## src/rtl/core/ctkd_pkg.sv

```systemverilog
`timescale 1ns / 1ps
`default_nettype none
// ----------------------------------------------------------------------------
// ctkd_pkg
// shared types and constants of the capacitive touch key detector
// ----------------------------------------------------------------------------
package ctkd_pkg;

	// default parameter values
	localparam int CALIB_SAMPLES_DEF = 16;
	localparam int COUNT_WIDTH_DEF   = 16;

	// fixed field widths
	localparam int THRESH_W   = 15;
	localparam int HOLD_W     = 8;
	localparam int DELTA_W    = 15;
	localparam int BASELINE_W = 16;
	localparam int CFG_DATA_W = 15;
	localparam int CFG_IDX_W  = 1;

	// register reset values
	localparam logic [THRESH_W-1:0] THRESH_RESET = THRESH_W'(150);
	localparam logic [HOLD_W-1:0]   HOLD_RESET   = HOLD_W'(20);

	// largest reportable delta
	localparam logic [DELTA_W-1:0] DELTA_MAX = {DELTA_W{1'b1}};

	// configuration register indexes
	typedef enum logic [CFG_IDX_W-1:0] {
		REG_KEY_THRESHOLD = 1'b0,
		REG_HOLD_SAMPLES  = 1'b1
	} ctkd_reg_e;

	// one result item
	typedef struct packed {
		logic                  calibrating;
		logic                  pressed;
		logic [DELTA_W-1:0]    delta;
		logic                  slow_rate;
		logic                  led_on;
		logic [BASELINE_W-1:0] baseline;
	} ctkd_result_t;

endpackage : ctkd_pkg
`default_nettype wire

```

## src/rtl/core/capacitive_touch_key_detector_top.sv

```systemverilog
`timescale 1ns / 1ps
`default_nettype none
// ----------------------------------------------------------------------------
// capacitive_touch_key_detector_top
// touch key detector with baseline calibration, tracking and press hold
// ----------------------------------------------------------------------------
//  channel | signals                                  | direction
//  --------+------------------------------------------+----------
//  in      | in_valid, in_stall, count                | sample in
//  out     | out_valid, out_stall, calibrating,       | result out
//          | pressed, delta, slow_rate, led_on,       |
//          | baseline                                 |
//  cfg     | cfg_we, cfg_index, cfg_data              | register write
//
//  one sample per cycle sustained while the result is not stalled; a sample
//  passes the input register, then the result register, and the result
//  transfers when it is valid and not stalled
//  the baseline/hold/led state updates as a sample moves into the result
//  register, so the next sample already sees it
//  a stalled result holds the input register; the input side stalls only
//  when both stages are full and the result is stalled
//  reset clears both stage valids, hold and led state and the baseline,
//  reloads the calibration count and the config register defaults
// ----------------------------------------------------------------------------
module capacitive_touch_key_detector_top #(
	parameter int CALIB_SAMPLES = ctkd_pkg::CALIB_SAMPLES_DEF,
	parameter int COUNT_WIDTH   = ctkd_pkg::COUNT_WIDTH_DEF
) (
	input  wire logic                            clk,
	input  wire logic                            arst_n,
	// sample input
	input  wire logic                            in_valid,
	output logic                                 in_stall,
	input  wire logic [COUNT_WIDTH-1:0]          count,
	// result output
	output logic                                 out_valid,
	input  wire logic                            out_stall,
	output logic                                 calibrating,
	output logic                                 pressed,
	output logic [ctkd_pkg::DELTA_W-1:0]         delta,
	output logic                                 slow_rate,
	output logic                                 led_on,
	output logic [ctkd_pkg::BASELINE_W-1:0]      baseline,
	// configuration writes
	input  wire logic                            cfg_we,
	input  wire logic [ctkd_pkg::CFG_IDX_W-1:0]  cfg_index,
	input  wire logic [ctkd_pkg::CFG_DATA_W-1:0] cfg_data
);
	import ctkd_pkg::*;

	localparam int CAL_W = $clog2(CALIB_SAMPLES + 1);

	// config registers
	logic [THRESH_W-1:0]    key_threshold_q;
	logic [HOLD_W-1:0]      hold_samples_q;

	// tracking state
	logic [COUNT_WIDTH-1:0] base_level_q;
	logic [CAL_W-1:0]       calib_left_q;
	logic [HOLD_W-1:0]      hold_left_q;
	logic                   led_state_q;

	// input stage
	logic                   valid_s1;
	logic [COUNT_WIDTH-1:0] count_s1;

	// result stage
	logic                   valid_s2;
	ctkd_result_t           res_s2;

	// next-state from the update logic
	logic [COUNT_WIDTH-1:0] base_nxt;
	logic [CAL_W-1:0]       calib_nxt;
	logic [HOLD_W-1:0]      hold_nxt;
	logic                   led_nxt;
	ctkd_result_t           res_nxt;

	logic                   advance;
	logic                   in_xfer;

	// the input stage moves on when the result slot is free or being drained
	assign advance  = valid_s1 && (!valid_s2 || !out_stall);
	assign in_stall = valid_s1 && !advance;
	assign in_xfer  = in_valid && !in_stall;

	// config writes, unknown indexes are dropped
	always_ff @(posedge clk or negedge arst_n) begin
		if (!arst_n) begin
			key_threshold_q <= THRESH_RESET;
			hold_samples_q  <= HOLD_RESET;
		end else if (cfg_we) begin
			case (ctkd_reg_e'(cfg_index))
				REG_KEY_THRESHOLD: key_threshold_q <= cfg_data[THRESH_W-1:0];
				REG_HOLD_SAMPLES:  hold_samples_q  <= cfg_data[HOLD_W-1:0];
				default: ;
			endcase
		end
	end

	// input stage valid
	always_ff @(posedge clk or negedge arst_n) begin
		if (!arst_n) begin
			valid_s1 <= 1'b0;
		end else if (in_xfer) begin
			valid_s1 <= 1'b1;
		end else if (advance) begin
			valid_s1 <= 1'b0;
		end
	end

	// input stage payload
	always_ff @(posedge clk) begin
		if (in_xfer) begin
			count_s1 <= count;
		end
	end

	ctkd_update #(
		.CALIB_SAMPLES (CALIB_SAMPLES),
		.COUNT_WIDTH   (COUNT_WIDTH)
	) u_update (
		.count         (count_s1),
		.key_threshold (key_threshold_q),
		.hold_samples  (hold_samples_q),
		.base_cur      (base_level_q),
		.calib_cur     (calib_left_q),
		.hold_cur      (hold_left_q),
		.led_cur       (led_state_q),
		.base_nxt      (base_nxt),
		.calib_nxt     (calib_nxt),
		.hold_nxt      (hold_nxt),
		.led_nxt       (led_nxt),
		.result        (res_nxt)
	);

	// state commits together with the result transfer into stage two
	always_ff @(posedge clk or negedge arst_n) begin
		if (!arst_n) begin
			base_level_q <= '0;
			calib_left_q <= CAL_W'(CALIB_SAMPLES);
			hold_left_q  <= '0;
			led_state_q  <= 1'b0;
		end else if (advance) begin
			base_level_q <= base_nxt;
			calib_left_q <= calib_nxt;
			hold_left_q  <= hold_nxt;
			led_state_q  <= led_nxt;
		end
	end

	// result stage valid
	always_ff @(posedge clk or negedge arst_n) begin
		if (!arst_n) begin
			valid_s2 <= 1'b0;
		end else if (advance) begin
			valid_s2 <= 1'b1;
		end else if (!out_stall) begin
			valid_s2 <= 1'b0;
		end
	end

	// result stage payload
	always_ff @(posedge clk) begin
		if (advance) begin
			res_s2 <= res_nxt;
		end
	end

	assign out_valid   = valid_s2;
	assign calibrating = res_s2.calibrating;
	assign pressed     = res_s2.pressed;
	assign delta       = res_s2.delta;
	assign slow_rate   = res_s2.slow_rate;
	assign led_on      = res_s2.led_on;
	assign baseline    = res_s2.baseline;

	// a calibration result reports no key activity
	a_calib_quiet: assert property (@(posedge clk) disable iff (!arst_n)
		(valid_s2 && res_s2.calibrating) |->
			(!res_s2.pressed && !res_s2.slow_rate && res_s2.delta == '0))
		else $error("calibration result carries key activity");

	// a press never selects the slow rate
	a_press_fast: assert property (@(posedge clk) disable iff (!arst_n)
		(valid_s2 && res_s2.pressed) |-> !res_s2.slow_rate)
		else $error("press reported with slow rate");

	// once a tracking result is out, calibration is over for good
	a_calib_done: assert property (@(posedge clk) disable iff (!arst_n)
		(valid_s2 && !res_s2.calibrating) |-> (calib_left_q == '0))
		else $error("tracking result while calibration pending");

	// a press reloads the hold counter from the register
	a_hold_reload: assert property (@(posedge clk) disable iff (!arst_n)
		(advance && res_nxt.pressed) |=> (hold_left_q == $past(hold_samples_q)))
		else $error("hold counter not reloaded on press");

	// stage one is never overwritten while it waits
	a_no_overrun: assert property (@(posedge clk) disable iff (!arst_n)
		(valid_s1 && !advance) |=> (valid_s1 && $stable(count_s1)))
		else $error("waiting sample lost");

endmodule : capacitive_touch_key_detector_top
`default_nettype wire

```

## src/rtl/core/ctkd_update.sv

```systemverilog
`timescale 1ns / 1ps
`default_nettype none
// ----------------------------------------------------------------------------
// ctkd_update
// per-sample next-state and result logic (purely combinational)
// ----------------------------------------------------------------------------
module ctkd_update #(
	parameter int CALIB_SAMPLES = ctkd_pkg::CALIB_SAMPLES_DEF,
	parameter int COUNT_WIDTH   = ctkd_pkg::COUNT_WIDTH_DEF,
	localparam int CAL_W        = $clog2(CALIB_SAMPLES + 1)
) (
	input  wire logic [COUNT_WIDTH-1:0]        count,
	input  wire logic [ctkd_pkg::THRESH_W-1:0] key_threshold,
	input  wire logic [ctkd_pkg::HOLD_W-1:0]   hold_samples,
	input  wire logic [COUNT_WIDTH-1:0]        base_cur,
	input  wire logic [CAL_W-1:0]              calib_cur,
	input  wire logic [ctkd_pkg::HOLD_W-1:0]   hold_cur,
	input  wire logic                          led_cur,
	output logic      [COUNT_WIDTH-1:0]        base_nxt,
	output logic      [CAL_W-1:0]              calib_nxt,
	output logic      [ctkd_pkg::HOLD_W-1:0]   hold_nxt,
	output logic                               led_nxt,
	output ctkd_pkg::ctkd_result_t             result
);
	import ctkd_pkg::*;

	localparam int CMP_W  = (COUNT_WIDTH > THRESH_W) ? COUNT_WIDTH : THRESH_W;
	localparam int BEXT_W = (COUNT_WIDTH > BASELINE_W) ? COUNT_WIDTH : BASELINE_W;

	logic [COUNT_WIDTH:0]   sum;
	logic [COUNT_WIDTH-1:0] avg;
	logic [COUNT_WIDTH-1:0] diff;
	logic [COUNT_WIDTH-1:0] diff_pos;
	logic [COUNT_WIDTH-1:0] base_adj;
	logic [CMP_W-1:0]       diff_ext;
	logic                   press;
	logic [BEXT_W-1:0]      base_ext;

	// shared datapath: (COUNT_WIDTH+1)-bit average sum and wrapped difference
	assign sum      = {1'b0, base_cur} + {1'b0, count};
	assign avg      = sum[COUNT_WIDTH:1];
	assign diff     = base_cur - count;
	// difference sign bit set (read as count above baseline): re-average and clamp
	assign diff_pos = diff[COUNT_WIDTH-1] ? '0 : diff;
	assign base_adj = diff[COUNT_WIDTH-1] ? avg : base_cur;
	assign diff_ext = CMP_W'(diff_pos);
	assign press    = diff_ext > CMP_W'(key_threshold);

	always_comb begin
		base_nxt           = base_cur;
		calib_nxt          = calib_cur;
		hold_nxt           = hold_cur;
		led_nxt            = led_cur;
		result.calibrating = 1'b0;
		result.pressed     = 1'b0;
		result.delta       = '0;
		result.slow_rate   = 1'b0;
		if (calib_cur != '0) begin
			base_nxt           = (calib_cur == CAL_W'(CALIB_SAMPLES)) ? count : avg;
			calib_nxt          = calib_cur - CAL_W'(1);
			result.calibrating = 1'b1;
		end else begin
			if (press) begin
				result.pressed = 1'b1;
				hold_nxt       = hold_samples;
				led_nxt        = ~led_cur;
				base_nxt       = base_adj;
			end else begin
				if (hold_cur > HOLD_W'(1)) begin
					hold_nxt = hold_cur - HOLD_W'(1);
				end else begin
					hold_nxt         = '0;
					result.slow_rate = 1'b1;
				end
				led_nxt  = 1'b0;
				base_nxt = (base_adj != '0) ? base_adj - COUNT_WIDTH'(1) : '0;
			end
			result.delta = (diff_ext > CMP_W'(DELTA_MAX)) ? DELTA_MAX : diff_ext[DELTA_W-1:0];
		end
		base_ext        = BEXT_W'(base_nxt);
		result.led_on   = led_nxt;
		result.baseline = base_ext[BASELINE_W-1:0];
	end

endmodule : ctkd_update
`default_nettype wire

```

## config.mk

```make
export PLATFORM = sky130hd
export DESIGN_NAME = capacitive_touch_key_detector_top
export DESIGN_NICKNAME = d
export VERILOG_FILES = /design/src/rtl/core/ctkd_pkg.sv /design/src/rtl/core/capacitive_touch_key_detector_top.sv /design/src/rtl/core/ctkd_update.sv
export SDC_FILE = /design/constraint.sdc
export NUM_CORES = 1
export LEC_CHECK = 0
export BUFFER_PORTS_ARGS = -buffer_cell sky130_fd_sc_hd__buf_2
export CORE_UTILIZATION = 32
export CTS_CLUSTER_DIAMETER = 80
export DETAILED_ROUTE_END_ITERATION = 8
export PLACE_DENSITY = 0.56
export RECOVER_POWER = 25
export SLEW_MARGIN = 20
export SYNTH_ARGS = -nofsm -noshare
export SYNTH_HDL_FRONTEND = slang
export SYNTH_HIERARCHICAL = 1
export SYNTH_SLANG_ARGS = --single-unit
```

## constraint.sdc

```tcl
create_clock -name clk -period 6.9 [get_ports clk]
set_input_delay 1.38 -clock clk [delete_from_list [all_inputs] [get_ports clk]]
set_output_delay 1.38 -clock clk [all_outputs]
set_load 0.02 [all_outputs]
```

== After elaboration in Yosys (flattened, before gate mapping) ==
Index checks and enable logic that the tools add are counted.
Storage, ports and cells
  flip-flop bits (word level): 106
  bits in latches: 0
  memory bits (writable): 0
  bits in read-only memories: 0
  output and inout bits: 37
  memories kept: 0
Operators by class
  $add $sub $neg: 5
  multiply operators: 0
  div/mod/pow operators: 0
  magnitude comparators: 3
  equality and inequality tests: 2
  shifts and indexed selects: 0
  mux-type cells: 18
  bitwise operators: 3
  reduce and logical (&&, ||, !) cells: 16
Operator list (count)
  $mux W16: 5
  $mux W15: 2
  $add A16 B16 Y17: 1
  $gt A16 B15 Y1: 1
  $gt A16 B15 Y1 const B: 1
  $mux W8: 2
  $reduce_bool A16 Y1: 1
  $sub A16 B1 Y16 const B: 1
  $sub A16 B16 Y16: 1
  $mux W1: 9
  $gt A8 B1 Y1 const B: 1
  $reduce_and A2 Y1: 4
  $sub A8 B1 Y8 const B: 1
  $eq A5 B5 Y1 const B: 1
  $reduce_bool A5 Y1: 1
  $sub A5 B1 Y5 const B: 1
  $logic_not A1 Y1: 4
  $logic_and A1 B1 Y1: 3
  $not A1 Y1: 3
  $ne A2 B1 Y1 const B: 1
  $reduce_bool A2 Y1: 1
  $reduce_or A2 Y1: 1
  $logic_or A1 B1 Y1: 1

== Longest topological paths before layout ==
Gate-level depths: netlist of the first run.
  depth in word-level cells: 8
  depth in mapped cells: 26
  depth with buffers taken out: 25

== Modules after synthesis ==
The synthesis of the first run kept the hierarchy.
Modules (own cells, without submodules)
  ctkd_update: instances 1, cells each 578, area an instance 3930.0 um^2, sequential area each 0.0 um^2
  capacitive_touch_key_detector_top: instances 1, cells each 172, area an instance 3668.5 um^2, sequential area each 2916.5 um^2

== Worst setup path before layout of the first run ==
No wires, ideal clock.
  path type: register to register
  from: reg base_level_q[8]
  to: reg base_level_q[1]
  arrival: 4.993 ns
  data required time: 6.775 ns
  setup slack: 1.782 ns
  stages on the path, launching flop included: 25
  clock period less this slack: 5.118 ns
  cell sequence: dfrtp_1 ha_1 buf_4 a21o_1 a221oi_2 nand2b_1 nand3_2 xnor2_2 buf_4 buf_2 buf_2 nor2_1 ha_1 and4_1 nand4_1 o21bai_1 a21o_1 a31oi_1 clkbuf_1 clkbuf_1 clkbuf_1 nor3_1 o21ai_0 o21ai_0 mux2_2
Between the ends
  word-level cells in the longest chain between the ends: 6
Ends and longest elaborated chain
  from (decl): line capacitive_touch_key_detector_top.sv:58  | logic [COUNT_WIDTH-1:0] base_level_q;
  from (signal assigned): line capacitive_touch_key_detector_top.sv:144  | base_level_q <= base_nxt;
  $sub A16 B16 Y16 or $add A16 B16 Y17 (tied branches): line ctkd_update.sv:42, ctkd_update.sv:40
  $mux W16: line ctkd_update.sv:45  | assign base_adj = diff[COUNT_WIDTH-1] ? avg : base_cur;
  $sub A16 B1 Y16 or $reduce_bool A16 Y1 (tied branches): line ctkd_update.sv:76  | base_nxt = (base_adj != '0) ? base_adj - COUNT_WIDTH'(1) : '0;
  $mux W16: line ctkd_update.sv:76
  $mux W16 *: line ctkd_update.sv:63  | if (press) begin
  $mux W16 *: line ctkd_update.sv:58  | if (calib_cur != '0) begin
  net base_nxt[1]: line capacitive_touch_key_detector_top.sv:72  | logic [COUNT_WIDTH-1:0] base_nxt;
Mark *: on every way through the listed nets, which the timed path passes. The rest lies on a longest branch.
A chain may end at the register's enable or synchronous reset.

== Final worst setup path of the first run ==
  from: reg base_level_q[0]
  to: reg hold_left_q[7]
Between the ends
  word-level cells in the longest chain between the ends: 4
Ends and longest elaborated chain
  $sub A16 B16 Y16: line ctkd_update.sv:42  | assign diff = base_cur - count;
  $mux W15: line ctkd_update.sv:44  | assign diff_pos = diff[COUNT_WIDTH-1] ? '0 : diff;
  $gt A16 B15 Y1: line ctkd_update.sv:47  | assign press = diff_ext > CMP_W'(key_threshold);
  $mux W8: line ctkd_update.sv:63
  to (signal assigned): line capacitive_touch_key_detector_top.sv:146  | hold_left_q <= hold_nxt;
  to (decl): line capacitive_touch_key_detector_top.sv:60  | logic [HOLD_W-1:0] hold_left_q;
Every way passes these cells.

==> results of run 1 <==
==> cells by family (layout without fill, tap and decap cells) <==
| group | Yosys count | after routing | share of synthesized area |
|---|---|---|---|
| and+or+nand+nor | 223 | 223 | 0.158 |
| xor gates and xnor gates | 48 | 48 | 0.0573 |
| DFF | 106 | 106 | 0.384 |
| buffers and inverters | 99 | 143 | 0.0675 |
| adders and majority gates | 53 | 53 | 0.0892 |
| muxes | 65 | 65 | 0.0995 |
| AOI/OAI and AO/OA | 156 | 156 | 0.144 |
==> worst reg2reg max path: stages, from the launching register on <==
cell	delay, ns
sky130_fd_sc_hd__dfrtp_1	0.43
sky130_fd_sc_hd__inv_1	0.09
sky130_fd_sc_hd__ha_1	0.20
sky130_fd_sc_hd__fa_1	0.41
sky130_fd_sc_hd__nor2b_1	0.12
sky130_fd_sc_hd__o21ai_0	0.09
sky130_fd_sc_hd__a21boi_0	0.27
sky130_fd_sc_hd__o21ai_0	0.13
sky130_fd_sc_hd__nand2b_1	0.13
sky130_fd_sc_hd__a21o_1	0.16
sky130_fd_sc_hd__a311oi_1	0.13
sky130_fd_sc_hd__o31ai_1	0.31
sky130_fd_sc_hd__xnor2_1	0.18
sky130_fd_sc_hd__nor2_1	0.07
sky130_fd_sc_hd__ha_1	0.29
sky130_fd_sc_hd__and4_1	0.20
sky130_fd_sc_hd__nand4_1	0.12
sky130_fd_sc_hd__o21bai_1	0.17
sky130_fd_sc_hd__a21o_1	0.16
sky130_fd_sc_hd__a31oi_2	0.71
sky130_fd_sc_hd__buf_4	0.35
sky130_fd_sc_hd__nand2b_1	0.33
sky130_fd_sc_hd__nor2_1	0.14
sky130_fd_sc_hd__a22oi_1	0.18
sky130_fd_sc_hd__o21ai_0	0.09
sky130_fd_sc_hd__mux2_2	0.28
==> synth_stat cells, drive strengths merged, types with 6 or more instances <==
master,n
a211oi,9
a21o,11
a21oi,44
and2,16
and3,11
buf,38
clkbuf,15
dfrtp,48
dfstp,7
edfxtp,51
ha,51
inv,46
mux2,54
mux2i,11
nand2,28
nand2b,18
nand3,11
nand4,6
nor2,60
nor2b,12
nor3,22
nor3b,7
nor4,11
o211ai,6
o21a,7
o21ai,25
o22ai,8
or3,6
xnor2,37
xor2,11
==> report_power, final <==
part,internal (mW),total [mW],switching [mW]
Sequential,0.968,1.14,0.174
Combinational,1.26,3.06,1.79
Clock,0.260,0.531,0.271
Total,2.49,4.73,2.24
==> layout make-up <==
class / count / share of cell area
Sequential cell: 106 / 0.347
Clock inverter: 7 / 0.00878
Multi-Input combinational cell: 545 / 0.500
Timing Repair Buffer: 81 / 0.0497
Clock buffer: 9 / 0.0268
Inverter: 46 / 0.0205
Tap cell: 319 / 0.0475
==> placed cells by master (no fill, tap or decap), types with 10 or more instances in the layout <==
cell type                  count
sky130_fd_sc_hd__nor2b_1      11
sky130_fd_sc_hd__nor2_1       60
sky130_fd_sc_hd__inv_1        45
sky130_fd_sc_hd__mux2_4       10
sky130_fd_sc_hd__a21o_1       11
sky130_fd_sc_hd__and3_1       11
sky130_fd_sc_hd__nand2_1      28
sky130_fd_sc_hd__dfrtp_1      48
sky130_fd_sc_hd__ha_1         51
sky130_fd_sc_hd__mux2i_1      11
sky130_fd_sc_hd__xnor2_1      36
sky130_fd_sc_hd__buf_2        70
sky130_fd_sc_hd__and2_1       16
sky130_fd_sc_hd__a21oi_1      43
sky130_fd_sc_hd__o21ai_0      24
sky130_fd_sc_hd__mux2_2       44
sky130_fd_sc_hd__nand2b_1     18
sky130_fd_sc_hd__nand3_1      10
sky130_fd_sc_hd__edfxtp_1     51
sky130_fd_sc_hd__nor3_1       22
==> flip-flops by register name (all words and copies together) (netlist names) <==
name,flops
led_on,1
valid_s1,1
led_state_q,1
out_valid,1
base_level_q,16
count_s1,16
key_threshold_q,15
hold_samples_q,8
delta,15
slow_rate,1
calibrating,1
baseline,16
hold_left_q,8
pressed,1
calib_left_q,5
==> path summary, 6_finish.rpt <==
path,startpoint,endpoint,slack [ns]
worst max register to register,base_level_q[0]$_DFFE_PN0P_,hold_left_q[7]$_DFFE_PN0P_,1.03
max in group asynchronous,arst_n,base_level_q[4]$_DFFE_PN0P_,2.90
worst min register to register,valid_s1$_DFFE_PN0P_,out_valid$_DFFE_PN0P_,0.48
worst max-delay path,base_level_q[0]$_DFFE_PN0P_,hold_left_q[7]$_DFFE_PN0P_,1.03
worst min-delay path,valid_s1$_DFFE_PN0P_,out_valid$_DFFE_PN0P_,0.48
min in group asynchronous,arst_n,led_state_q$_DFFE_PN0P_,2.19
==> metal layers <==
layer | routed length [um] | track usage | vias up
li1 | - | - | 2767
met1 | 9570 | 0.239 | 2779
met2 | 8620 | 0.250 | 113
met3 | 823 | 0.0267 | 13
met4 | 198 | 0.0434 | 0
met5 | 0 | 0 | -
==> through the flow <==
stage	instance area, um2	setup slack [ns]	hold WS, ns	cells	utilization
final	8410	1.03	0.483	1113	0.359
after detailed placement	8120	1.06	0.469	1097	0.347
after global routing	8410	0.344	0.511	1113	0.359
after floorplan	7600	1.78	0.451	750	-
after CTS	8410	1.05	0.488	1113	0.360
after global placement	8120	1.15	0.475	1097	0.347
==> summary.txt, run 1 <==
Status
  • Outcome: finished, violations left
  • Failing checks: capacitance limit, slew limit

STA
  • Worst-margin pin slew: between 3 and 4 ns
  • Final max-slew violation count: between 50 and 60
  • Finish-stage setup viols: 0
  • Relative slew margins: -1.15
  • Final hold violations: 0
  • Period minus WS final: slightly below 6 ns
  • Layout Skew: between 0.01 and 0.015 ns
  • Final clock period utilization by the worst path: 0.851
  • Final-layout setup total negative slack: 0 ns
  • Unrepaired setup endpoints after global routing: no
  • Fmax: around 0.17 GHz

Pwr
  • PnR Total Power: between 4 and 5 mW
  • Max VDD drop: approximately 0.16 mV
  • PD cells: ~560 nW/um2
  • LEAKAGE: between 3 and 4 nW

Logic synthesis
  • Synth Area per Inst: about 10 um2
  • Cell type contributing the most total cell area after synthesis: sky130_fd_sc_hd__edfxtp_1
  • Count of unique library cells instantiated by Yosys: 80
  • Cells after Synth: 750
  • Number of synthesized register bits: 106
  • Number of enable-type register cells in the synthesized netlist: 51
  • Syn Std Cell Area: 7600 um2
  • Leading post-synthesis cells by cell area: sky130_fd_sc_hd__edfxtp_1 (20%), sky130_fd_sc_hd__dfrtp_1 (16%), sky130_fd_sc_hd__ha_1 (8.4%)
  • Share of the synthesized area in the top cell type: 0.202
  • Leading register cell type out of synthesis: sky130_fd_sc_hd__edfxtp_1
  • Mapped Nets: 840
  • FFs w/ async S/R, synth: 0.519
  • Proportion of synthesized chip area in sequential cells: 0.384
  • Number of warnings reported in the yosys synthesis log: 6

Worst setup path
  • Critical path buffers and inverters: 2
  • Critical path data required time: about 7.2 ns
  • Classification of the worst setup path: register to register
  • Type of element capturing the critical path: register
  • Stages on the worst setup path: 25
  • Delay-heaviest family, CP: compound AO/OA/AOI/OAI gates
  • Stage delay of the slowest cell on the critical path: about 0.71 ns
  • Worst-path cell with the longest stage delay: sky130_fd_sc_hd__a31oi_2
  • Critical path launch point type: register
  • Maximum fanout along the worst path: 20
  • Worst Reg2Reg Path Length in Cells: 25
  • Cell repeated most along the worst path: sky130_fd_sc_hd__o21ai_0
  • Worst path arrival time: 6.12 ns

Min path
  • Class of the tightest hold or removal check: register to register
  • Number of cells traversed by the worst hold path: 1

Floorplanning
  • Initial standard-cell utilization of the core: 0.325
  • Die width: roughly 160 um
  • Core Region: ~23,000 um2
  • Number of placement rows: 56
  • Y dimension of the die: between 150 and 200 um
  • DIE AREA: approximately 24,000 um2
  • Boundary pin count: 74

Global routing
  • Remaining global-route overflow: 0
  • GRT Resource Usage Total: 0.164
  • Pin count of the biggest net entering global routing: 66
  • Number of antenna violations at the first check in global routing: 0
  • Wire length of the first global-routing pass: between 30,000 and 40,000 um
  • Via count of the first global-routing pass: about 5,500

Routing
  • Detailed-route wire length: 19,200 um
  • TritonRoute pass-1 iters: 6
  • Routed via count: approximately 5,700
  • Remaining antenna violation count: 0
  • Vias per Instance: between 5 and 6
  • Number of design rule violations left after detail routing: 0
  • Routed wire length per instance: around 17 um
  • DRC violation total after the first TritonRoute iteration: about 440

Cells and area
  • Area taken by multi-input logic gates: between 4000 and 5000 um2
  • Area growth, synth to finish: 10.6%
  • Sequential standard cell area: 2920 um2
  • Share of cells above drive strength 1: 0.228
  • Final antenna diode count: 0
  • Total number of nets in the final design: about 900
  • Count of filler cells inserted in the layout: ~2,400

Placed design
  • Total of buffers placed on input and output ports: between 70 and 80
  • Detailed placement HPWL: approximately 14,000 um
  • Final weighted congestion in routability-driven placement: around 0.90

Clock network
  • Clock tree from TritonCTS: yes
  • # hold bufs at CTS: 0
  • TritonCTS Buffers: 9
  • Resize count post-CTS: 0
  • Clock Root Buffer: sky130_fd_sc_hd__clkbuf_16
  • Clock insertion delay at the later pin of the skew report: around 0.37 ns
  • CTS sink cnt: approximately 110
  • H-tree depth: 3
  • Buffers from clock root to sink, at most: 2
  • Worst-path clk slew: approximately 0.08 ns
  • Post-CTS Setup Repair Bufs: 0

Flow run
  • Max Cap Viol: 1
Power figures use the tool's default switching activity.
==> inputs of run 2 (changes only) <==
--- a/config.mk
+++ b/config.mk
@@ -11,8 +11,6 @@
 export DETAILED_ROUTE_END_ITERATION = 8
 export PLACE_DENSITY = 0.56
 export RECOVER_POWER = 25
-export SLEW_MARGIN = 20
 export SYNTH_ARGS = -nofsm -noshare
 export SYNTH_HDL_FRONTEND = slang
-export SYNTH_HIERARCHICAL = 1
 export SYNTH_SLANG_ARGS = --single-unit
==> run 2 against run 1 <==
The flow still finishes with violations (capacitance limit, slew limit). Die area fell by 2.4%. Combinational power down 9.2%. Cell area is 0.55% lower. Largest cell class unchanged. Largest power group unchanged.
==> summary.txt, run 2 <==
Status
  • Outcome: finished, violations left
  • Failing checks: capacitance limit, slew limit

Global routing
  • GRT Resource Usage Total: 0.182
  • Number of antenna violations at the first check in global routing: 0
  • Pin count of the biggest net entering global routing: 56
  • Remaining global-route overflow: 0
  • Wire length of the first global-routing pass: ~33,000 um
  • Via count of the first global-routing pass: slightly below 6,000

Clock network
  • # hold bufs at CTS: 0
  • CTS sink cnt: about 110
  • H-tree depth: 3
  • Clock insertion delay at the later pin of the skew report: about 0.37 ns
  • Post-CTS Setup Repair Bufs: 0
  • Clock Root Buffer: sky130_fd_sc_hd__clkbuf_16
  • Resize count post-CTS: 0
  • Worst-path clk slew: ~0.08 ns
  • TritonCTS Buffers: 9
  • Buffers from clock root to sink, at most: 2
  • Clock tree from TritonCTS: yes

Routing
  • TritonRoute pass-1 iters: 7
  • Remaining antenna violation count: 0
  • Vias per Instance: roughly 5.4
  • Detailed-route wire length: between 20,000 and 25,000 um
  • Routed via count: 6,186
  • DRC violation total after the first TritonRoute iteration: approximately 430
  • Routed wire length per instance: 18.4 um
  • Number of design rule violations left after detail routing: 0

Logic synthesis
  • Synth Area per Inst: 9.24 um2
  • Parity-gate share of the synthesized area counting xor and xnor cells: 0.0493
  • Share of the synthesized area in the top cell type: 0.207
  • Number of enable-type register cells in the synthesized netlist: between 50 and 60
  • Post-synthesis compound-gate area fraction: 0.202
  • Leading post-synthesis cells by cell area: sky130_fd_sc_hd__edfxtp_1 (21%), sky130_fd_sc_hd__dfrtp_1 (16%), sky130_fd_sc_hd__ha_1 (8.6%)
  • Combinational family with the most area after synthesis: compound AO/OA/AOI/OAI gates
  • Leading register cell type out of synthesis: sky130_fd_sc_hd__edfxtp_1
  • Proportion of synthesized chip area in sequential cells: 0.393
  • Cell type contributing the most total cell area after synthesis: sky130_fd_sc_hd__edfxtp_1
  • Number of synthesized register bits: around 110
  • Count of unique library cells instantiated by Yosys: just under 80
  • FFs w/ async S/R, synth: 0.519
  • Number of warnings reported in the yosys synthesis log: 0
  • Most repeated cell in the gate-level netlist after synthesis: sky130_fd_sc_hd__nor2_1
  • Most numerous cell types in the synthesized netlist: sky130_fd_sc_hd__nor2_1 (70), sky130_fd_sc_hd__o21ai_0 (66), sky130_fd_sc_hd__nand2_1 (60)
  • Syn Std Cell Area: about 7400 um2
  • Cells after Synth: about 800
  • Simple-gate area share of the yosys netlist: 0.190
  • Mapped Nets: roughly 890
  • Synthesized-area fraction occupied by adder cells: 0.0915
  • Mux share of post-synthesis cell area: 0.0282

Cells and area
  • Sequential standard cell area: 2920 um2
  • Final antenna diode count: 0
  • Final standard cell count with taps included and fillers excluded: approximately 1,200
  • Total number of nets in the final design: approximately 950
  • Share of cells above drive strength 1: 0.166
  • Area growth, synth to finish: 12.8%
  • Most frequent standard cell in the layout excluding fill and tap cells: sky130_fd_sc_hd__buf_2
  • Area taken by multi-input logic gates: about 4200 um2
  • Top library cells by usage in the layout, fill and taps aside: sky130_fd_sc_hd__buf_2 (73), sky130_fd_sc_hd__nor2_1 (69), sky130_fd_sc_hd__o21ai_0 (66), sky130_fd_sc_hd__nand2_1 (60), sky130_fd_sc_hd__a21oi_1 (54)
  • Count of filler cells inserted in the layout: ~2,300

Pwr
  • Sequential group share of total power: 0.243
  • Internal: approximately 2.2 mW
  • Clock network fraction of total power: 0.120
  • Switching fraction of total power: 0.504
  • PnR Total Power: ~4.4 mW
  • Relative contribution of combinational cells to total power: 0.636
  • PD cells: between 500 and 600 nW/um2
  • LEAKAGE: between 3 and 4 nW
  • Max VDD drop: 0.169 mV
  • Switching power summed over all nets: approximately 2.2 mW

STA
  • Final clock period utilization by the worst path: 0.906
  • Final-layout setup total negative slack: 0 ns
  • Fmax: 0.160 GHz
  • Worst-margin pin slew: about 3.4 ns
  • Final max-slew violation count: 56
  • Layout Skew: approximately 0.012 ns
  • Final hold violations: 0
  • Relative slew margins: -1.23
  • Unrepaired setup endpoints after global routing: no
  • Finish-stage setup viols: 0
  • Period minus WS final: 6.25 ns

Worst setup path
  • Worst path arrival time: 6.50 ns
  • Maximum fanout along the worst path: 11
  • Classification of the worst setup path: register to register
  • Type of element capturing the critical path: register
  • Critical path launch point type: register
  • Critical path data required time: between 7 and 8 ns

Floorplanning
  • Initial standard-cell utilization of the core: 0.326
  • DIE AREA: around 24,000 um2
  • Core Region: 22,700 um2
  • Y dimension of the die: between 150 and 200 um
  • Number of placement rows: 55
  • Die width: 154 um
  • Boundary pin count: 74

Placed design
  • Detailed placement HPWL: approximately 16,000 um
  • # placed instances: ~1,100
  • Total of buffers placed on input and output ports: 73
  • Final weighted congestion in routability-driven placement: 0.907

Flow run
  • Max Cap Viol: 1

Min path
  • Class of the tightest hold or removal check: register to register
-- run 2: cell count changes in the layout (fill, tap and decap cells not counted), sizes merged, moves of 8 or more --
cell,previous run,this run
o211ai,6,14
a21oi,44,54
nor2,60,71
nand2,28,60
nand2b,18,10
o21ai,25,68
a31oi,5,17
mux2,54,15
-- run 2: cell families after synthesis --
logic type | count (synthesis)
multiplexers | 19
buffers and inverters | 86
AO/OA/AOI/OAI | 225
flip-flops | 106
adder cells (fa/ha/maj) | 53
AND/OR/NAND/NOR | 273
XOR/XNOR | 40
-- run 2: area by class of cell --
class                      count  share of cell area
clock inverter                 7             0.00868
timing repair buffer          81              0.0500
inverter                      56              0.0251
multi-input combinational    610               0.498
sequential                   106               0.349
tap                          285              0.0427
clock buffer                   9              0.0269
-- run 2: worst max-delay path, cell delays in order, from the launching register on --
cell and delay (ns):
sky130_fd_sc_hd__dfrtp_1 0.43, sky130_fd_sc_hd__inv_1 0.09, sky130_fd_sc_hd__ha_1 0.17, sky130_fd_sc_hd__inv_1 0.06
sky130_fd_sc_hd__fa_1 0.39, sky130_fd_sc_hd__a21o_1 0.20, sky130_fd_sc_hd__a21o_1 0.19, sky130_fd_sc_hd__a21oi_1 0.15
sky130_fd_sc_hd__o21bai_1 0.10, sky130_fd_sc_hd__a21oi_1 0.27, sky130_fd_sc_hd__o22ai_1 0.17, sky130_fd_sc_hd__o41ai_1 0.51
sky130_fd_sc_hd__o31ai_1 0.15, sky130_fd_sc_hd__xnor2_1 0.21, sky130_fd_sc_hd__nor2_1 0.07, sky130_fd_sc_hd__ha_1 0.31
sky130_fd_sc_hd__nand3_1 0.13, sky130_fd_sc_hd__nor4_1 0.38, sky130_fd_sc_hd__nor3_1 0.08, sky130_fd_sc_hd__o31ai_1 0.14
sky130_fd_sc_hd__and2_1 0.52, sky130_fd_sc_hd__o211ai_1 0.42, sky130_fd_sc_hd__nor3_1 0.42, sky130_fd_sc_hd__xnor2_1 0.12
sky130_fd_sc_hd__a21o_1 0.20, sky130_fd_sc_hd__mux2_2 0.25
-- run 2: per-stage QoR --
| step | hold slack (ns) | instance area, um2 | setup slack [ns] | util |
|---|---|---|---|---|
| after global routing | 0.515 | 8360 | 0.197 | 0.368 |
| final | 0.471 | 8360 | 0.652 | 0.368 |
| after floorplan | 0.443 | 7410 | 1.79 | - |
| after global placement | 0.464 | 8070 | 0.937 | 0.355 |
| after detailed placement | 0.464 | 8070 | 0.785 | 0.355 |
| after CTS | 0.478 | 8370 | 0.736 | 0.368 |
-- run 2: power by group through the flow --
stage          Clock, mW  Sequential (mW)  Combinational (mW)
2_1_floorplan          0             1.08                1.99
3_3_place_gp           0             1.07                2.73
3_5_place_dp           0             1.07                2.75
4_1_cts            0.541             1.06                2.76
5_1_grt            0.561             1.09                3.06
6_report           0.526             1.06                2.78
-- run 2: per-layer routing --
metal,vias up,track usage,wire length [um],part of all wire
li1,3042,-,-,-
met1,2959,0.254,10200,0.48
met2,169,0.294,9700,0.46
met3,16,0.0294,1030,0.048
met4,0,0.0452,250,0.012
met5,-,0,0,0
-- run 2: final timing paths --
check | startpoint | end | slack (ns) | cells past startpoint
min in group asynchronous | arst_n | hold_left_q[2]$_DFFE_PN0P_ | 2.24 | 2
setup / recovery | base_level_q[0]$_DFFE_PN0P_ | base_level_q[10]$_DFFE_PN0P_ | 0.65 | 25
max in group asynchronous | arst_n | base_level_q[10]$_DFFE_PN0P_ | 2.79 | 2
hold / removal | calib_left_q[3]$_DFFE_PN0P_ | calib_left_q[3]$_DFFE_PN0P_ | 0.47 | 1
hold reg to reg | calib_left_q[3]$_DFFE_PN0P_ | calib_left_q[3]$_DFFE_PN0P_ | 0.47 | 1
setup reg to reg | base_level_q[0]$_DFFE_PN0P_ | base_level_q[10]$_DFFE_PN0P_ | 0.65 | 25
==> inputs of run 3 (changes only) <==
--- a/config.mk
+++ b/config.mk
@@ -9,7 +9,7 @@
 export CORE_UTILIZATION = 32
 export CTS_CLUSTER_DIAMETER = 80
 export DETAILED_ROUTE_END_ITERATION = 8
-export PLACE_DENSITY = 0.56
+export PLACE_DENSITY_LB_ADDON = 0.2
 export RECOVER_POWER = 25
 export SYNTH_ARGS = -nofsm -noshare
 export SYNTH_HDL_FRONTEND = slang
==> run 3 against run 2 <==
The flow still finishes with violations (capacitance limit, slew limit). Sequential share of layout area fell by 0.057 points. Clock skew up 0.0024 ns. Global-route usage up 0.54 points. Cell area grew 0.16%. Count of clock-buffer cells in the layout is the same. Sequential power is essentially flat. Critical endpoint is now baseline[12]$_DFFE_PP_.
==> summary.txt, run 3 (synthesis gave the netlist of run 2 again) <==
Status
  • Failing checks: capacitance limit, slew limit
  • Outcome: finished, violations left

Global routing
  • M1 GR Usage: 0.257
  • Wire length of the first global-routing pass: around 34,000 um
  • Pin count of the biggest net entering global routing: 56
  • Global-route met2 utilization: 0.305
  • Number of antenna violations at the first check in global routing: 0
  • Via count of the first global-routing pass: 5,924
  • Met3 track utilization from global routing: 0.0308
  • GRT Resource Usage Total: 0.188
  • Gr busiest metal: met2
  • Remaining global-route overflow: 0

Routing
  • DRC violation total after the first TritonRoute iteration: roughly 500
  • TritonRoute pass-1 iters: 5
  • Detailed-route wire length: ~22,000 um
  • Number of design rule violations left after detail routing: 0
  • Routed wire length per instance: between 15 and 20 um
  • Routed via count: ~6,200
  • Remaining antenna violation count: 0
  • Vias per Instance: about 5.4

STA
  • Fmax: about 0.17 GHz
  • Final worst slack: 0.896 ns
  • Worst-margin pin slew: around 3.3 ns
  • Relative slew margins: -1.22
  • Final-layout setup total negative slack: 0 ns
  • Final clock period utilization by the worst path: 0.870
  • Unrepaired setup endpoints after global routing: no
  • Layout Skew: 0.0147 ns
  • Final hold violations: 0
  • Final max-slew violation count: 56
  • Finish-stage setup viols: 0
  • Worst hold slack: approximately 0.49 ns
  • Period minus WS final: roughly 6 ns

Clock network
  • Resize count post-CTS: 0
  • Clock tree from TritonCTS: yes
  • CTS sink cnt: 106
  • Buffers from clock root to sink, at most: 2
  • H-tree depth: 3
  • Clock insertion delay at the later pin of the skew report: 0.37 ns
  • # hold bufs at CTS: 0
  • Clock Root Buffer: sky130_fd_sc_hd__clkbuf_16
  • Post-CTS Setup Repair Bufs: 0
  • TritonCTS Buffers: 9
  • Worst-path clk slew: ~0.09 ns

Cells and area
  • Share of cells above drive strength 1: 0.167
  • Final antenna diode count: 0
  • Total number of nets in the final design: between 900 and 1,000
  • Top library cells by usage in the layout, fill and taps aside: sky130_fd_sc_hd__buf_2 (73), sky130_fd_sc_hd__nor2_1 (69), sky130_fd_sc_hd__o21ai_0 (66), sky130_fd_sc_hd__nand2_1 (60), sky130_fd_sc_hd__a21oi_1 (54)
  • Share of the core filled with cells: 0.369
  • Most frequent standard cell in the layout excluding fill and tap cells: sky130_fd_sc_hd__buf_2
  • Final instance area: 8370 um2
  • Area growth, synth to finish: 13.0%

Floorplanning
  • Y dimension of the die: roughly 150 um
  • DIE AREA: roughly 24,000 um2
  • Boundary pin count: 74
  • Die width: approximately 150 um
  • Core Region: 22,700 um2
  • Number of placement rows: between 50 and 60
  • Initial standard-cell utilization of the core: 0.326

Pwr
  • Max VDD drop: 0.229 mV
  • PD cells: 528 nW/um2
  • LEAKAGE: approximately 3.4 nW

Worst setup path
  • Critical path data required time: approximately 7.0 ns
  • Worst path arrival time: 6.08 ns
  • Classification of the worst setup path: register to register
  • Critical path launch point type: register
  • Maximum fanout along the worst path: 6
  • Type of element capturing the critical path: register

Placed design
  • Final weighted congestion in routability-driven placement: ~0.86
  • Detailed placement HPWL: roughly 16,000 um
  • Total of buffers placed on input and output ports: 73
  • Pre-CTS setup slack: about 0.97 ns
  • Placed cell areas: roughly 8100 um2

Min path
  • Class of the tightest hold or removal check: register to register

Flow run
  • Max Cap Viol: 1
[run 3: worst paths after layout]
path	to	cells after the start	slack [ns]	from
max in group asynchronous	base_level_q[8]$_DFFE_PN0P_	2	2.80	arst_n
min reg2reg	calib_left_q[3]$_DFFE_PN0P_	1	0.49	calib_left_q[3]$_DFFE_PN0P_
min in group asynchronous	hold_left_q[1]$_DFFE_PN0P_	2	2.24	arst_n
max reg2reg	baseline[12]$_DFFE_PP_	26	0.90	base_level_q[0]$_DFFE_PN0P_
max	baseline[12]$_DFFE_PP_	26	0.90	base_level_q[0]$_DFFE_PN0P_
min	calib_left_q[3]$_DFFE_PN0P_	1	0.49	calib_left_q[3]$_DFFE_PN0P_
[run 3: worst max-delay path: stages, from the launching register on]
cell and delay [ns]:
sky130_fd_sc_hd__dfrtp_1 0.43, sky130_fd_sc_hd__inv_1 0.09, sky130_fd_sc_hd__ha_1 0.17, sky130_fd_sc_hd__inv_1 0.05, sky130_fd_sc_hd__fa_1 0.39, sky130_fd_sc_hd__a21o_1 0.19, sky130_fd_sc_hd__a21o_1 0.19, sky130_fd_sc_hd__a21oi_1 0.16
sky130_fd_sc_hd__o21bai_1 0.11, sky130_fd_sc_hd__a21oi_1 0.29, sky130_fd_sc_hd__o22ai_1 0.17, sky130_fd_sc_hd__o41ai_1 0.52, sky130_fd_sc_hd__o31ai_1 0.15, sky130_fd_sc_hd__xnor2_1 0.21, sky130_fd_sc_hd__nor2_1 0.07, sky130_fd_sc_hd__ha_1 0.32
sky130_fd_sc_hd__nand3_1 0.12, sky130_fd_sc_hd__nor4_1 0.37, sky130_fd_sc_hd__nor3_1 0.09, sky130_fd_sc_hd__o31ai_1 0.15, sky130_fd_sc_hd__and2_1 0.40, sky130_fd_sc_hd__buf_4 0.22, sky130_fd_sc_hd__nand2_1 0.09, sky130_fd_sc_hd__nor4_1 0.31
sky130_fd_sc_hd__xor2_1 0.11, sky130_fd_sc_hd__o211ai_1 0.23, sky130_fd_sc_hd__a31oi_1 0.12
[run 3: where the power goes]
group | internal [mW] | leakage [nW] | switching, mW
Sequential | 0.883 | 1.14 | 0.181
Clock | 0.260 | 0.150 | 0.280
Combinational | 1.04 | 2.15 | 1.78
Total | 2.18 | 3.44 | 2.24
[run 3: layer usage]
metal	routed length, um	vias up
li1	-	3051
met1	10300	2963
met2	10100	190
met3	1110	29
met4	424	0
met5	0	-
[run 3: through the flow]
step | cells | power [mW]
after global routing | 1155 | 4.78
after floorplan | 802 | 3.07
after CTS | 1155 | 4.42
final | 1155 | 4.42
after global placement | 1139 | 3.87
after detailed placement | 1139 | 3.86
[run 3: cell type report]
class	count	area [um2]
clock buffer	9	225
fill	2308	14300
tap	285	357
clock inverter	7	78.8
timing repair buffer	82	425
sequential	106	2920
inverter	56	210
multi-input combinational	610	4160
